File: src/hdl/wsfe_pkg.sv
`default_nettype none

package wsfe_pkg;

    localparam int LEN_W         = 28;
    localparam int QUEUE_DEPTH   = 4;

    // item kinds on the input tuser bit
    localparam logic OP_HEADER   = 1'b0;
    localparam logic OP_PAYLOAD  = 1'b1;

    localparam logic [7:0] TEXT_END = 8'hFF;
    localparam logic [7:0] CONT_BIT = 8'h80;
    localparam logic [6:0] GROUP_MASK = 7'h7F;

    // one classified input item, as the emitter needs it
    typedef struct packed {
        logic [7:0]       first_byte;  // type byte, payload byte or 0 for a stray byte
        logic [LEN_W-1:0] len;         // length for binary headers
        logic [2:0]       count;       // results for this item, 1..5
        logic [1:0]       grp_start;   // first length group sent
        logic             tail_ff;     // bytes after the first are 0xFF
        logic             err;
        logic             eof_last;    // end of frame on the final result
    } t_job;

endpackage

`default_nettype wire

File: src/hdl/wsfe_front.sv
`default_nettype none

module wsfe_front (
    input  wire                      i_clk,
    input  wire                      i_rst_n,
    input  wire                      i_valid,
    input  wire                      i_opcode,
    input  wire [7:0]                i_frame_type,
    input  wire                      i_text_mode,
    input  wire [wsfe_pkg::LEN_W-1:0] i_payload_length,
    input  wire [7:0]                i_data_byte,
    output wsfe_pkg::t_job           o_job
);
    import wsfe_pkg::*;

    logic [LEN_W-1:0] r_remaining, n_remaining;
    logic             r_open, n_open;
    logic             r_is_text, n_is_text;
    logic             len_zero;
    logic             last_byte;

    assign len_zero  = (i_payload_length == '0);
    assign last_byte = (r_remaining == LEN_W'(1));

    always_comb begin
        n_remaining = r_remaining;
        n_open      = r_open;
        n_is_text   = r_is_text;
        o_job       = '0;
        if (i_opcode == OP_HEADER) begin
            o_job.first_byte = i_frame_type;
            o_job.len        = i_payload_length;
            o_job.err        = r_open;
            o_job.eof_last   = len_zero;
            o_job.tail_ff    = i_text_mode;
            if (i_text_mode) begin
                o_job.count     = len_zero ? 3'd2 : 3'd1;
                o_job.grp_start = 2'd3;
            end else begin
                // leading zero groups are dropped, the last group always goes out
                if (i_payload_length[27:21] != '0) begin
                    o_job.grp_start = 2'd0;
                end else if (i_payload_length[20:14] != '0) begin
                    o_job.grp_start = 2'd1;
                end else if (i_payload_length[13:7] != '0) begin
                    o_job.grp_start = 2'd2;
                end else begin
                    o_job.grp_start = 2'd3;
                end
                o_job.count = 3'd5 - {1'b0, o_job.grp_start};
            end
            n_remaining = i_payload_length;
            n_open      = !len_zero;
            n_is_text   = i_text_mode;
        end else if (!r_open || r_remaining == '0) begin
            // stray byte: dropped, one error result
            o_job.count     = 3'd1;
            o_job.err       = 1'b1;
            o_job.grp_start = 2'd3;
            n_open          = 1'b0;
            n_remaining     = '0;
        end else begin
            o_job.first_byte = i_data_byte;
            o_job.grp_start  = 2'd3;
            o_job.eof_last   = last_byte;
            o_job.tail_ff    = last_byte && r_is_text;
            o_job.count      = (last_byte && r_is_text) ? 3'd2 : 3'd1;
            n_remaining      = r_remaining - LEN_W'(1);
            if (last_byte) begin
                n_open    = 1'b0;
                n_is_text = 1'b0;
            end
        end
    end

    always_ff @(posedge i_clk) begin
        if (!i_rst_n) begin
            r_remaining <= '0;
            r_open      <= 1'b0;
            r_is_text   <= 1'b0;
        end else if (i_valid) begin
            r_remaining <= n_remaining;
            r_open      <= n_open;
            r_is_text   <= n_is_text;
        end
    end

endmodule

`default_nettype wire

File: src/hdl/wsfe_queue.sv
`default_nettype none

module wsfe_queue #(
    parameter int DEPTH = wsfe_pkg::QUEUE_DEPTH
) (
    input  wire                i_clk,
    input  wire                i_rst_n,
    input  wire                i_push,
    input  wire wsfe_pkg::t_job i_job,
    output logic               o_full,
    input  wire                i_pop,
    output logic               o_valid,
    output wsfe_pkg::t_job     o_job
);
    import wsfe_pkg::*;

    localparam int PTR_W = (DEPTH > 1) ? $clog2(DEPTH) : 1;
    localparam int CNT_W = $clog2(DEPTH + 1);

    t_job             r_mem [DEPTH];
    logic [PTR_W-1:0] r_wr_ptr, r_rd_ptr;
    logic [CNT_W-1:0] r_count;
    logic             do_push, do_pop;

    assign o_full  = (r_count == CNT_W'(DEPTH));
    assign o_valid = (r_count != '0);
    assign o_job   = r_mem[r_rd_ptr];
    assign do_push = i_push && !o_full;
    assign do_pop  = i_pop && o_valid;

    always_ff @(posedge i_clk) begin
        if (do_push) begin
            r_mem[r_wr_ptr] <= i_job;
        end
    end

    always_ff @(posedge i_clk) begin
        if (!i_rst_n) begin
            r_wr_ptr <= '0;
            r_rd_ptr <= '0;
            r_count  <= '0;
        end else begin
            if (do_push) begin
                r_wr_ptr <= (r_wr_ptr == PTR_W'(DEPTH - 1)) ? '0 : r_wr_ptr + PTR_W'(1);
            end
            if (do_pop) begin
                r_rd_ptr <= (r_rd_ptr == PTR_W'(DEPTH - 1)) ? '0 : r_rd_ptr + PTR_W'(1);
            end
            if (do_push && !do_pop) begin
                r_count <= r_count + CNT_W'(1);
            end else if (do_pop && !do_push) begin
                r_count <= r_count - CNT_W'(1);
            end
        end
    end

endmodule

`default_nettype wire

File: src/hdl/wsfe_back.sv
`default_nettype none

module wsfe_back (
    input  wire                i_clk,
    input  wire                i_rst_n,
    input  wire                i_job_valid,
    input  wire wsfe_pkg::t_job i_job,
    output logic               o_job_pop,
    output logic               o_valid,
    input  wire                i_ready,
    output logic [7:0]         o_byte,
    output logic               o_last,
    output logic               o_eof,
    output logic               o_err
);
    import wsfe_pkg::*;

    t_job       r_cur;
    logic       r_cur_valid;
    logic [2:0] r_idx;
    logic       r_out_valid;
    logic [7:0] r_byte;
    logic       r_last, r_eof, r_err;

    logic       advance;
    logic       final_res;
    logic [1:0] gi;
    logic [6:0] grp;
    logic [7:0] n_byte;

    assign advance   = !r_out_valid || i_ready;
    assign final_res = (r_idx == r_cur.count - 3'd1);
    assign o_job_pop = i_job_valid && (!r_cur_valid || (advance && final_res));

    assign gi = r_cur.grp_start + r_idx[1:0] - 2'd1;

    always_comb begin
        case (gi)
            2'd0:    grp = r_cur.len[27:21];
            2'd1:    grp = r_cur.len[20:14];
            2'd2:    grp = r_cur.len[13:7];
            default: grp = r_cur.len[6:0];
        endcase
        if (r_idx == '0) begin
            n_byte = r_cur.first_byte;
        end else if (r_cur.tail_ff) begin
            n_byte = TEXT_END;
        end else begin
            // continuation bit on every group but the last
            n_byte = {1'b0, grp & GROUP_MASK} | ((gi != 2'd3) ? CONT_BIT : 8'h00);
        end
    end

    always_ff @(posedge i_clk) begin
        if (!i_rst_n) begin
            r_cur_valid <= 1'b0;
            r_idx       <= '0;
            r_out_valid <= 1'b0;
        end else begin
            if (advance) begin
                r_out_valid <= r_cur_valid;
            end
            if (o_job_pop) begin
                r_cur_valid <= 1'b1;
                r_idx       <= '0;
            end else if (r_cur_valid && advance) begin
                if (final_res) begin
                    r_cur_valid <= 1'b0;
                    r_idx       <= '0;
                end else begin
                    r_idx <= r_idx + 3'd1;
                end
            end
        end
    end

    always_ff @(posedge i_clk) begin
        if (o_job_pop) begin
            r_cur <= i_job;
        end
        if (advance && r_cur_valid) begin
            r_byte <= n_byte;
            r_last <= final_res;
            r_eof  <= final_res && r_cur.eof_last;
            r_err  <= r_cur.err;
        end
    end

    assign o_valid = r_out_valid;
    assign o_byte  = r_byte;
    assign o_last  = r_last;
    assign o_eof   = r_eof;
    assign o_err   = r_err;

endmodule

`default_nettype wire

File: src/hdl/websocket_draft_frame_encoder_core.sv
`default_nettype none

// Early-draft WebSocket frame encoder. Each input transaction is either a frame
// header (tuser = 0) or one payload byte (tuser = 1). A header emits the frame
// type byte; a binary header then emits its length as big-endian base-128
// groups (bit 7 set on all but the last, leading zero groups dropped), and an
// empty text frame emits 0xFF right after the type byte. Payload bytes pass
// through while a 28-bit count runs down; the last byte of a text frame is
// followed by 0xFF. Output tlast marks the final byte produced by one input
// transaction; tuser flags end of frame and protocol errors (a payload byte
// with no open frame comes out as a single 0x00 with the error flag; a header
// that cuts an open frame short has the error flag on all of its bytes).
// Rate: the input side takes one transaction per cycle while the job queue
// (QUEUE_DEPTH entries) has room. The output emitter produces one byte per
// cycle while m_axis_tready is high and it has a job; a payload byte gives
// one byte (two for the last text byte) and a header 1 to 5, so sustained
// throughput is set by that emitter. Input passes the queue, job and output registers.

module websocket_draft_frame_encoder_core #(
    parameter int QUEUE_DEPTH = wsfe_pkg::QUEUE_DEPTH
) (
    input  wire         i_clk,
    input  wire         i_rst_n,
    input  wire         s_axis_tvalid,
    output logic        s_axis_tready,
    // [7:0] frame_type, [8] text_mode, [36:9] payload_length, [44:37] data_byte,
    // [47:45] zero
    input  wire [47:0]  s_axis_tdata,
    // [0] opcode
    input  wire         s_axis_tuser,
    output logic        m_axis_tvalid,
    input  wire         m_axis_tready,
    // [7:0] out_byte
    output logic [7:0]  m_axis_tdata,
    // last_of_run
    output logic        m_axis_tlast,
    // [0] end_of_frame, [1] protocol_error
    output logic [1:0]  m_axis_tuser
);
    import wsfe_pkg::*;

    t_job front_job;
    t_job queue_job;
    logic q_full;
    logic q_valid;
    logic q_pop;
    logic in_xfer;
    logic eof, err;

    assign s_axis_tready = !q_full;
    assign in_xfer       = s_axis_tvalid && !q_full;

    // classifier: owns the frame state, one decision per input transaction
    wsfe_front u_front (
        .i_clk            (i_clk),
        .i_rst_n          (i_rst_n),
        .i_valid          (in_xfer),
        .i_opcode         (s_axis_tuser),
        .i_frame_type     (s_axis_tdata[7:0]),
        .i_text_mode      (s_axis_tdata[8]),
        .i_payload_length (s_axis_tdata[36:9]),
        .i_data_byte      (s_axis_tdata[44:37]),
        .o_job            (front_job)
    );

    // decouples header bursts from the input stream
    wsfe_queue #(
        .DEPTH (QUEUE_DEPTH)
    ) u_queue (
        .i_clk   (i_clk),
        .i_rst_n (i_rst_n),
        .i_push  (in_xfer),
        .i_job   (front_job),
        .o_full  (q_full),
        .i_pop   (q_pop),
        .o_valid (q_valid),
        .o_job   (queue_job)
    );

    // byte emitter with registered output
    wsfe_back u_back (
        .i_clk       (i_clk),
        .i_rst_n     (i_rst_n),
        .i_job_valid (q_valid),
        .i_job       (queue_job),
        .o_job_pop   (q_pop),
        .o_valid     (m_axis_tvalid),
        .i_ready     (m_axis_tready),
        .o_byte      (m_axis_tdata),
        .o_last      (m_axis_tlast),
        .o_eof       (eof),
        .o_err       (err)
    );

    assign m_axis_tuser = {err, eof};

endmodule

`default_nettype wire

File: config.mk
export PLATFORM = sky130hd
export DESIGN_NAME = websocket_draft_frame_encoder_core
export DESIGN_NICKNAME = d
export VERILOG_FILES = /design/src/hdl/wsfe_pkg.sv /design/src/hdl/wsfe_front.sv /design/src/hdl/wsfe_queue.sv /design/src/hdl/wsfe_back.sv /design/src/hdl/websocket_draft_frame_encoder_core.sv
export SDC_FILE = /design/constraint.sdc
export NUM_CORES = 1
export LEC_CHECK = 0
export BUFFER_PORTS_ARGS = -buffer_cell sky130_fd_sc_hd__clkbuf_2
export CORE_MARGIN = 2
export CORE_UTILIZATION = 40
export DETAILED_ROUTE_END_ITERATION = 7
export PLACE_DENSITY = 0.61
export REMOVE_ABC_BUFFERS = 1
export SLEW_MARGIN = 5
export SYNTH_ARGS = -nofsm -noshare
export SYNTH_HDL_FRONTEND = slang
export SYNTH_SLANG_ARGS = --single-unit
File: constraint.sdc
create_clock -name i_clk -period 3.09 [get_ports i_clk]
set_input_delay 0.309 -clock i_clk [delete_from_list [all_inputs] [get_ports i_clk]]
set_output_delay 0.309 -clock i_clk [all_outputs]
set_load 0.005 [all_outputs]
==> results.toml <==
[outcome]
status = "finished, final reports clean"

[worst_setup_path]
crit_family = "adder cells"
r2r_slack_ns = 0.53
cp-start-kind = "register"
arrival_ns = 3.03
reg2reg_depth = 11
r2r-start = "u_back.r_cur[5]$_DFFE_PP_"
critPathMaxFanout = 2
slowest_delay_ns = 0.38
crit_chain = "inv_1 > ha_1 > xor3_1 > o41ai_2 > nand2b_1 > ha_1 > inv_1 > fa_1 > xor2_1 > or3_1 > a21oi_1"
path_class = "register to register"
crit_buf_inv = 2
critPathRequiredTime_ns = 3.55
rr_endpoint = "u_queue.r_count[2]$_SDFFE_PN0P_"
endpoint_kind = "register"
slowest_stage = "xor3_1"

[sta]
tightest_slew_ns = 0.7426
drv_slew = 0
hold_viol_final = 0
finClkSkew_ns = 0.01240
timing.final.crit_period_ns = 2.565
maxSlewHeadroom_pct = 50.39
setup_slack_ns = 0.5252
period_share_pct = 83.00
setup_viol = 0
fmax_mhz = 389.9
fin_setup_tns_ns = 0
grt_setup_unrepaired = "no"

[routing]
wl_um = 25450
met3WireLength_um = 1494
wl_met2_um = 12360
antenna_left = 0
vias = 6620
viasPerCell = 5.458
first_pass_iters = 8
routed.top_layer = "met4"
drtIter0Drc = 578
wl_met1_um = 11160
wl_per_cell_um = 20.98
drc = 0

[synth]
ys_seq_elements = 273
netlist_area_sq_um = 11500
synth.avg_cell_area_sq_um = 15.75
synth_area_leaders = "edfxtp_1 60%, mux4_2 8.6%, dfxtp_1 7.3%"
yosys.area.top_type_share_pct = 60.33
synth_ff_type = "edfxtp_1"
ys_warn_count = 0
seq_area_frac_synth_pct = 67.65
synthCells = 730
async_reset_ff_share_pct = 0
synth-edff-count = 231
synth_area_leader_cell = "edfxtp_1"
ys_types = 73

[cells_and_area]
nets = 874
antenna_cells = 0
synthToLayoutAreaGrowth_pct = 15.57
drive_gt1_share_pct = 24.13
most-common-layout-cells = "231 x edfxtp_1, 62 x clkbuf_2, 44 x mux4_2, 40 x dfxtp_1"
final_common_cell = "edfxtp_1"

[clock_network]
cts.clk_slew.worst_paths_ns = 0.06
cts_sinks = 273
cts_resized = 0
numCtsBuffers = 28
clockRootBuffer = "clkbuf_16"
cts_setup_buffers = 0
postCtsHoldBufs = 0
cts_buffer_depth = 3
cts_tree = "built"
clk_latency_ns = 0.54
h-tree-depth = 1

[power_and_ir_drop]
p_seq_share_pct = 46.1
internal_power_mw = 8.122
power_mw = 11.35
p_switching_mw = 3.233
peakVddDrop_mv = 0.3975
clockPowerShare_pct = 29.6
p_leak_nw = 4.594
power_density_nw_per_um2 = 854.5
swShare_pct = 28.47
combPwrFrac_pct = 24.4

[placed_design]
place_congestion = 0.8455
place_ws_ns = 0.5181
place_hpwl_um = 17080
portBuffers = 62

[global_routing]
grt_usage_pct = 16.87
grt_pass1_vias = 6487
grt_max_degree = 45
antenna_found_initial = 0
grt_pass1_wl_um = 38850
grt.overflow.total = 0

[die]
coreArea_sq_um = 28470
initial_core_util_pct = 40.38
ios = 66
dieArea_sq_um = 30120
rows = 62
die_x_um = 173.5
die_y_um = 173.5

[hold_path]
min_to = "u_front.r_remaining[25]$_SDFFE_PN0P_"
min_from = "s_axis_tdata[34]"
hold_depth = 3
min_path_type = "primary input to register"

[run]
cap_violations = 0
[flip-flops by register name, indices dropped and copies added (netlist names), 2 cells and up]
name	count
u_back.r_cur	44
u_queue.r_count	3
u_front.r_remaining	28
u_queue.r_mem	176
u_back.o_byte	8
u_back.r_idx	3
u_queue.r_wr_ptr	2
u_queue.r_rd_ptr	2
[final cells by class]
class / instances / area [sq um]
sequential: 273 / 7782
clock inverter: 13 / 140.1
tap: 384 / 480.5
inverter: 22 / 82.58
clock buffer: 39 / 783.3
multi-input combinational: 395 / 3458
timing repair buffer: 87 / 560.5
fill: 2484 / 15180
[cells in the mapped netlist (16+ instances only)]
cell        n
edfxtp_1  231
mux4_2     44
nor2_1     27
dfxtp_1    42
o21ai_0    17
clkbuf_1   22
inv_1      20
nor4_1     16
mux2i_1    26
a21oi_1    30
nand2_1    26
nor2b_1    28
[power by group through the flow]
stage | sequential, mW | clock (mW) | combinational, mW
after floorplan | 5.29 | 0 | 1.82
after detailed placement | 5.31 | 0 | 2.81
after global placement | 5.30 | 0 | 2.80
after global routing | 5.31 | 3.56 | 3.03
final | 5.23 | 3.36 | 2.77
after CTS | 5.24 | 3.43 | 2.82
[worst max path at each step]
stage / from / endpoint / slack [ns] / cells past startpoint
finish: u_back.r_cur[5]$_DFFE_PP_ / u_queue.r_count[2]$_SDFFE_PN0P_ / 0.53 / 11
global route: u_back.r_cur[5]$_DFFE_PP_ / u_queue.r_count[2]$_SDFFE_PN0P_ / 0.36 / 11
CTS: u_back.r_cur[5]$_DFFE_PP_ / u_queue.r_count[2]$_SDFFE_PN0P_ / 0.50 / 11
detailed placement: u_back.r_cur[5]$_DFFE_PP_ / u_queue.r_count[2]$_SDFFE_PN0P_ / 0.52 / 11
global placement: u_back.r_cur[5]$_DFFE_PP_ / u_queue.r_count[2]$_SDFFE_PN0P_ / 0.53 / 11
floorplan: u_queue.r_count[0]$_SDFFE_PN0P_ / u_queue.r_count[2]$_SDFFE_PN0P_ / -0.27 / 9
[per-layer routing]
layer,vias to the layer above,track usage (%)
met5,-,0
met4,0,3.814
met3,35,2.741
met2,211,28.13
met1,3309,23.39
li1,3065,-
[per-stage QoR]
step           area, sq um  hold WS, ns  util [%]  std cells
3_3_place_gp         12360       0.4376     43.43       1161
5_1_grt              13290      0.04827     46.67       1213
2_1_floorplan        11300       0.4003         -        690
4_1_cts              13290      0.02686     46.67       1213
6_report             13290      0.04861     46.67       1213
3_5_place_dp         12360       0.4443     43.43       1161
[tightest hold or removal path, delay by kind of cell]
kind                   cells  cell delay (ns)
AO/OA/AOI/OAI              1             0.08
buffers and inverters      1             0.12
AND/OR/NAND/NOR            1             0.05
[logic make-up after synthesis]
family	count (synthesis)	share of synthesized area, %
DFF	273	67.65
and+or+nand+nor	179	9.218
AOI/OAI and AO/OA	124	7.487
muxes	71	10.98
buffers and inverters	62	2.416
adders and majority gates	14	1.589
xor gates and xnor gates	7	0.6638
Note: power is estimated with default switching activity, not from simulation.
